`src/rtl/tnrc_pkg.sv`:
```
// Shared types and constants of the tree network route compute unit.
package tnrc_pkg;

   localparam int ID_WIDTH    = 27;
   localparam int MAX_DIGITS  = 8;
   localparam int BCD_DIGITS  = 9;
   localparam int DIGIT_W     = 4;
   localparam int BCD_W       = BCD_DIGITS * DIGIT_W;
   localparam int LEN_W       = $clog2(MAX_DIGITS + 1);
   localparam int DD_STEPS    = 7;
   localparam int DD_STAGES   = (ID_WIDTH + DD_STEPS - 1) / DD_STEPS;
   localparam int RSP_LATENCY = DD_STAGES + 2;

   typedef logic [ID_WIDTH-1:0]                 id_type;
   typedef logic [BCD_W-1:0]                    bcd_type;
   typedef logic [DIGIT_W-1:0]                  digit_type;
   typedef logic [MAX_DIGITS-1:0][DIGIT_W-1:0]  dec_id_type;
   typedef logic [LEN_W-1:0]                    len_type;

   typedef enum logic [2:0] {
      PORT_LOCAL = 3'd0,
      PORT_NORTH = 3'd1,
      PORT_SOUTH = 3'd2,
      PORT_EAST  = 3'd3,
      PORT_WEST  = 3'd4,
      PORT_NONE  = 3'd5
   } port_type;

endpackage

```
`src/rtl/tnrc_bcd_pipe.sv`:
```
// Pipelined binary to BCD converter (shift and add-3), a few bits per stage.
module tnrc_bcd_pipe (
   input  logic             clock,
   input  tnrc_pkg::id_type  bin_value,
   output tnrc_pkg::bcd_type bcd_value
);
   import tnrc_pkg::*;

   function automatic bcd_type dd_step(input bcd_type b, input logic bit_in);
      bcd_type   r;
      digit_type d;
      for (int i = 0; i < BCD_DIGITS; i++) begin
         d = b[i*DIGIT_W +: DIGIT_W];
         if (d >= DIGIT_W'(5)) begin
            d = d + DIGIT_W'(3);
         end
         r[i*DIGIT_W +: DIGIT_W] = d;
      end
      return {r[BCD_W-2:0], bit_in};
   endfunction

   bcd_type stage_bcd_ff  [DD_STAGES];
   bcd_type stage_bcd_in  [DD_STAGES];
   bcd_type stage_bcd_src [DD_STAGES];
   id_type  stage_bin_src [DD_STAGES];
   id_type  stage_bin_ff  [DD_STAGES-1];

   assign stage_bcd_src[0] = '0;
   assign stage_bin_src[0] = bin_value;

   for (genvar g = 1; g < DD_STAGES; g++) begin : g_link
      assign stage_bcd_src[g] = stage_bcd_ff[g-1];
      assign stage_bin_src[g] = stage_bin_ff[g-1];
   end

   for (genvar g = 0; g < DD_STAGES; g++) begin : g_stage
      always_comb begin
         bcd_type b;
         id_type  v;
         b = stage_bcd_src[g];
         v = stage_bin_src[g];
         for (int t = 0; t < DD_STEPS; t++) begin
            if (g * DD_STEPS + t < ID_WIDTH) begin
               b = dd_step(b, v[ID_WIDTH-1]);
               v = {v[ID_WIDTH-2:0], 1'b0};
            end
         end
         stage_bcd_in[g] = b;
      end

      always_ff @(posedge clock) begin
         stage_bcd_ff[g] <= stage_bcd_in[g];
      end

      if (g < DD_STAGES - 1) begin : g_bin
         always_ff @(posedge clock) begin
            stage_bin_ff[g] <= stage_bin_src[g] << DD_STEPS;
         end
      end
   end

   assign bcd_value = stage_bcd_ff[DD_STAGES-1];

endmodule

```
`src/rtl/tree_noc_route_compute_unit.sv`:
```
// Top level of the tree network route compute unit.
//
// Route compute for a tree-shaped network: each packet word carries source and
// destination node ids, written as decimal numbers whose leading digits 1 to 4
// name the direction of a child from its parent. A word is taken at every rising
// edge with start high and busy low; busy is high only while reset is held, so a
// new word may follow in every cycle. The result appears on rsp_out_port for one
// cycle with rsp_strobe high, one result per word, in order; the receiver cannot
// stall. Between a word and its result lie the input register, the four stages of
// the decimal converters (seven bits a stage, six in the last) and the decision
// register. Only the low eight decimal digits of every id count, own_node_id
// included. own_node_id is written through the csr_ port and must only change
// while no word is in flight.
module tree_noc_route_compute_unit (
   input  logic               clock,
   input  logic               reset,
   input  logic               start,
   output logic               busy,
   input  tnrc_pkg::id_type   req_src_node,
   input  tnrc_pkg::id_type   req_dst_node,
   output logic               rsp_strobe,
   output tnrc_pkg::port_type rsp_out_port,
   input  logic               csr_valid,
   output logic               csr_ready,
   input  tnrc_pkg::id_type   csr_own_node_id
);
   import tnrc_pkg::*;

   // Down move by a child digit of the destination.
   function automatic port_type port_down(input digit_type d);
      unique case (d)
         DIGIT_W'(1): return PORT_NORTH;
         DIGIT_W'(2): return PORT_SOUTH;
         DIGIT_W'(3): return PORT_WEST;
         DIGIT_W'(4): return PORT_EAST;
         default:     return PORT_NONE;
      endcase
   endfunction

   // Up move by this node's own leading digit.
   function automatic port_type port_up(input digit_type d);
      unique case (d)
         DIGIT_W'(1): return PORT_SOUTH;
         DIGIT_W'(2): return PORT_NORTH;
         DIGIT_W'(3): return PORT_EAST;
         DIGIT_W'(4): return PORT_WEST;
         default:     return PORT_NONE;
      endcase
   endfunction

   logic accept;

   id_type   own_ff;
   id_type   src_ff, dst_ff, cur_ff;
   logic     req_vld_ff;
   logic [DD_STAGES-1:0] conv_vld_ff;
   logic     rsp_vld_ff;
   port_type rsp_port_ff;
   port_type rsp_port_in;

   bcd_type    src_bcd, dst_bcd, cur_bcd;
   dec_id_type sdig, ddig, cdig;

   // Hold off words only while reset is applied; the pipeline never stalls.
   assign busy      = reset;
   assign accept    = start & ~busy;
   assign csr_ready = ~reset;

   // Configuration register.
   always_ff @(posedge clock) begin
      if (reset) begin
         own_ff <= '0;
      end else if (csr_valid && csr_ready) begin
         own_ff <= csr_own_node_id;
      end
   end

   // Input register: capture ids and a copy of this node's id with each word.
   always_ff @(posedge clock) begin
      if (accept) begin
         src_ff <= req_src_node;
         dst_ff <= req_dst_node;
         cur_ff <= own_ff;
      end
   end

   // Valid bits follow the words through the converters.
   always_ff @(posedge clock) begin
      if (reset) begin
         req_vld_ff  <= 1'b0;
         conv_vld_ff <= '0;
         rsp_vld_ff  <= 1'b0;
      end else begin
         req_vld_ff  <= accept;
         conv_vld_ff <= {conv_vld_ff[DD_STAGES-2:0], req_vld_ff};
         rsp_vld_ff  <= conv_vld_ff[DD_STAGES-1];
      end
   end

   tnrc_bcd_pipe u_src_conv (.clock(clock), .bin_value(src_ff), .bcd_value(src_bcd));
   tnrc_bcd_pipe u_dst_conv (.clock(clock), .bin_value(dst_ff), .bcd_value(dst_bcd));
   tnrc_bcd_pipe u_cur_conv (.clock(clock), .bin_value(cur_ff), .bcd_value(cur_bcd));

   // Drop every digit above the low MAX_DIGITS.
   assign sdig = dec_id_type'(src_bcd[MAX_DIGITS*DIGIT_W-1:0]);
   assign ddig = dec_id_type'(dst_bcd[MAX_DIGITS*DIGIT_W-1:0]);
   assign cdig = dec_id_type'(cur_bcd[MAX_DIGITS*DIGIT_W-1:0]);

   // Route decision, all digit positions compared side by side.
   always_comb begin
      len_type   slen, dlen, clen, mlen, klen;
      logic      run;
      logic      cur_is_dst, cur_is_shared;
      logic [MAX_DIGITS-1:0] e_flag;
      logic [MAX_DIGITS:0]   f_flag;
      digit_type c_lead, dl, dk;
      port_type  down_port, walk_port;
      logic      decided, go_up;

      slen   = '0;
      dlen   = '0;
      clen   = '0;
      mlen   = '0;
      c_lead = '0;
      run    = 1'b1;
      for (int j = 0; j < MAX_DIGITS; j++) begin
         if (sdig[j] != '0) slen = len_type'(j + 1);
         if (ddig[j] != '0) dlen = len_type'(j + 1);
         if (cdig[j] != '0) begin
            clen   = len_type'(j + 1);
            c_lead = cdig[j];
         end
         run = run & (sdig[j] == ddig[j]);
         if (run) mlen = len_type'(j + 1);
      end

      // Shared ancestor: the common low digits, no longer than the source id.
      klen = (slen < mlen) ? slen : mlen;

      cur_is_dst    = (cdig == ddig);
      cur_is_shared = 1'b1;
      for (int j = 0; j < MAX_DIGITS; j++) begin
         if (cdig[j] != ((len_type'(j) < klen) ? sdig[j] : '0)) cur_is_shared = 1'b0;
      end

      // e_flag[m]: destination with its digits from m up dropped equals this node.
      for (int m = 0; m < MAX_DIGITS; m++) begin
         e_flag[m] = 1'b1;
         for (int j = 0; j < MAX_DIGITS; j++) begin
            if (cdig[j] != ((j < m) ? ddig[j] : '0)) e_flag[m] = 1'b0;
         end
      end

      // f_flag[l]: destination cut to l digits equals the shared ancestor.
      for (int l = 0; l <= MAX_DIGITS; l++) begin
         f_flag[l] = 1'b1;
         for (int j = 0; j < MAX_DIGITS; j++) begin
            dl = (j < l) ? ddig[j] : '0;
            dk = (len_type'(j) < klen) ? ddig[j] : '0;
            if (dl != dk) f_flag[l] = 1'b0;
         end
      end

      // At the ancestor: longest destination prefix whose parent is this node.
      down_port = PORT_NONE;
      for (int m = 0; m < MAX_DIGITS; m++) begin
         if (len_type'(m) < dlen && e_flag[m]) down_port = port_down(ddig[m]);
      end

      // Elsewhere: walk the destination up toward the ancestor.
      decided   = 1'b0;
      go_up     = 1'b0;
      walk_port = PORT_NONE;
      for (int l = MAX_DIGITS; l >= 1; l--) begin
         if (!decided && len_type'(l) <= dlen) begin
            if (f_flag[l]) begin
               decided = 1'b1;
               go_up   = 1'b1;
            end else if (e_flag[l-1]) begin
               decided   = 1'b1;
               walk_port = port_down(ddig[l-1]);
            end
         end
      end
      // Out of digits: go up if the empty suffix is the ancestor, else drop to none.
      if (!decided) begin
         if (f_flag[0]) begin
            go_up = 1'b1;
         end else begin
            walk_port = PORT_NONE;
         end
      end

      if (cur_is_dst) begin
         rsp_port_in = PORT_LOCAL;
      end else if (cur_is_shared) begin
         rsp_port_in = down_port;
      end else if (go_up) begin
         rsp_port_in = (clen == '0) ? PORT_NONE : port_up(c_lead);
      end else begin
         rsp_port_in = walk_port;
      end
   end

   // Result register.
   always_ff @(posedge clock) begin
      rsp_port_ff <= rsp_port_in;
   end

   assign rsp_strobe   = rsp_vld_ff;
   assign rsp_out_port = rsp_port_ff;

endmodule

```
`config.mk`:
```
export PLATFORM = sky130hd
export DESIGN_NAME = tree_noc_route_compute_unit
export DESIGN_NICKNAME = d
export VERILOG_FILES = /design/src/rtl/tnrc_pkg.sv /design/src/rtl/tnrc_bcd_pipe.sv /design/src/rtl/tree_noc_route_compute_unit.sv
export SDC_FILE = /design/constraint.sdc
export NUM_CORES = 2
export LEC_CHECK = 0
export BUFFER_PORTS_ARGS = -buffer_cell sky130_fd_sc_hd__clkbuf_2
export CAP_MARGIN = 10
export CORE_UTILIZATION = 42
export DETAILED_ROUTE_END_ITERATION = 16
export MAX_ROUTING_LAYER = met4
export PLACE_DENSITY_LB_ADDON = 0.3
export RECOVER_POWER = 25
export SLEW_MARGIN = 10
export SYNTH_ARGS = -nofsm -noshare
export SYNTH_HDL_FRONTEND = slang
export SYNTH_HIERARCHICAL = 1
export SYNTH_SLANG_ARGS = --single-unit
```
`constraint.sdc`:
```
create_clock -name clock -period 5.3 [get_ports clock]
set_input_delay 0.53 -clock clock [delete_from_list [all_inputs] [get_ports clock]]
set_output_delay 0.53 -clock clock [all_outputs]
set_load 0.005 [all_outputs]
```
==> reports/results.tsv <==
metric	value	unit
worstReg2RegStart	u_dst_conv/stage_bcd_ff[2][9]	
finalHoldViolations	0	
critical_path_required	5860	ps
antenna_violating_nets_post_route	0	
floorplan.die.height	353	um
commonest_non_fill_non_tap_cell_in_the_layout	sky130_fd_sc_hd__buf_4	
run_status	complete, but fails checks	
hold_slack	53.2	ps
dr.pass1.iters	6	
synthesis.area	51800	um2
num-nets-final	7898	
path_clk_slew	60	ps
violated_checks	negative setup slack	
grt_usage	19.0	%
cts_root_buffer	sky130_fd_sc_hd__clkbuf_16	
wire_per_inst	14.1	um
timing.critical_path.mode_cell	sky130_fd_sc_hd__ha_2	
boundaryPins	91	
remaining_drc_errors	0	
util_after_layout	55.4	%
timing.critical_path.slowest_cell_delay	330	ps
grt_pass1_vias	45100	
syn_avg_cell_area	8.05	um2
initial_core_util	42.4	%
cts-buffers-inserted	67	
final-max-slew-violation-count	0	
setup-violations-final	1	
dr.first_iter.drc_count	2481	
fin_crit_sh	100	%
worst_pin_slew	1040	ps
fillCellCount	10700	
setup_slack	-5.13	ps
holdCritStartpoint	req_src_node[5]	
antenna_found_initial	0	
maximum_capacitance_violations	0	
clock_tree.buffer_depth	3	
synth.yosys.warnings	6	
core.rowCount	128	
worst_path_max_delay_cell	sky130_fd_sc_hd__dfxtp_2	
coreArea	122000	um2
regArea	10700	um2
routabilityCongestion	0.953	
detailedPlacementHpwl	91.7	mm
final_cell_mix	sky130_fd_sc_hd__buf_4, sky130_fd_sc_hd__nor2_1, sky130_fd_sc_hd__inv_1, sky130_fd_sc_hd__nand2_1, sky130_fd_sc_hd__a21oi_1	
multi_input_area	43200	um2
first_pass_grt_wire_length	203	mm
crit_path_start_kind	flip-flop	
totalWireLength	127	mm
dp_cells	8597	
floorplan.die_area	125000	um2
crit_path_end_kind	flip-flop	
cts.sink_count	492	
min_delay_worst_type	input pin to flip-flop	
insertion_delay	670	ps
crit_path_start	u_dst_conv/stage_bcd_ff[2][9]	
crit_fanout	4	
instance_count_of_the_mapped_netlist	6438	
timing.setup.critical_path_class	flip-flop to flip-flop	
clock.fmax	188	MHz
tritoncts	built	
worst_ep_arrival_time	5870	ps
die_x	353	um
synthesis.nets	6981	
placement.io_buffers	90	
number_of_vias_in_the_routed_layout	49300	
rsz0062_at_grt	true	
area_growth_syn_to_layout	30.5	%
largest_net_degree_at_the_start_of_global_routing	49	
finalWorstPathRequiredPeriod	5310	ps
avgViaCountPerCell	5.46	
post_route_cells_drive_above_1_share	32.0	%
final.setup_skew	17.7	ps
slew_headroom	31.0	%
post_layout_nonfiller_instances	9035	
overflow	0	
clock_tree.htree_level_count	3	
flip-flops by register name, summed over array words and instances (netlist names):
register,count
u_cur_conv/stage_bcd_ff,86
u_dst_conv/stage_bcd_ff,86
u_src_conv/stage_bcd_ff,86
u_cur_conv/stage_bin_ff,39
u_dst_conv/stage_bin_ff,39
u_src_conv/stage_bin_ff,39
cur_ff,27
dst_ff,27
own_ff,27
src_ff,27
conv_vld_ff,4
rsp_out_port,3
req_vld_ff,1
rsp_strobe,1
path summary, 6_finish.rpt:
check | cells past startpoint | slack, ps | end
worst max-delay path | 32 | -5 | u_dst_conv/stage_bcd_ff[3][18]
worst min-delay path | 1 | 50 | src_ff[5]
worst max register to register | 32 | -5 | u_dst_conv/stage_bcd_ff[3][18]
worst min register to register | 0 | 320 | u_src_conv/stage_bcd_ff[1][0]
final cells by class:
| type | count | share of cell area, % |
|---|---|---|
| Clock inverter | 32 | 0.607 |
| Timing Repair Buffer | 991 | 10.9 |
| Tap cell | 1625 | 3.01 |
| Antenna cell | 1 | 0.00370 |
| Inverter | 522 | 2.92 |
| Sequential cell | 492 | 15.9 |
| Clock buffer | 91 | 2.77 |
| Multi-Input combinational cell | 5281 | 63.9 |
timing repair:
item	in CTS	in global routing
hold buffers	45	0
setup endpoints to repair	108	191
hold endpoints to repair	45	0
buffers inserted	55	215
pin swaps	61	357
resized for setup	159	948
critical path: cells and delay by family (launching register included):
kind / cells / cell delay, ps
muxes: 3 / 660
adders and majority gates: 6 / 1180
buffers and inverters: 6 / 510
and+or+nand+nor: 7 / 840
xor gates and xnor gates: 3 / 590
DFF: 1 / 330
AOI/OAI and AO/OA: 7 / 1110
per-stage QoR:
step           setup WS (ps)  TNS (ps)  area [um2]
6_report               -5.13     -5.13       67600
3_3_place_gp           -82.5      -252       58400
4_1_cts                 1.05         0       62200
3_5_place_dp            -322    -10170       58400
5_1_grt                 -285     -7510       67600
2_1_floorplan           -302     -1600       52100
per-layer routing:
| layer | vias to the layer above | part of all wire [%] | routed length [um] | track usage [%] |
|---|---|---|---|---|
| met3 | 199 | 3.3 | 4240 | 2.02 |
| met2 | 721 | 49 | 62200 | 32.1 |
| met4 | 0 | 2.3 | 2940 | 5.91 |
| met5 | - | 0 | 0 | - |
| li1 | 25300 | - | - | - |
| met1 | 23100 | 46 | 58000 | 23.7 |
Power is left out: the tool's default activity adds up to more than one toggle a clock period on the data nets, which glitch-free logic cannot reach.
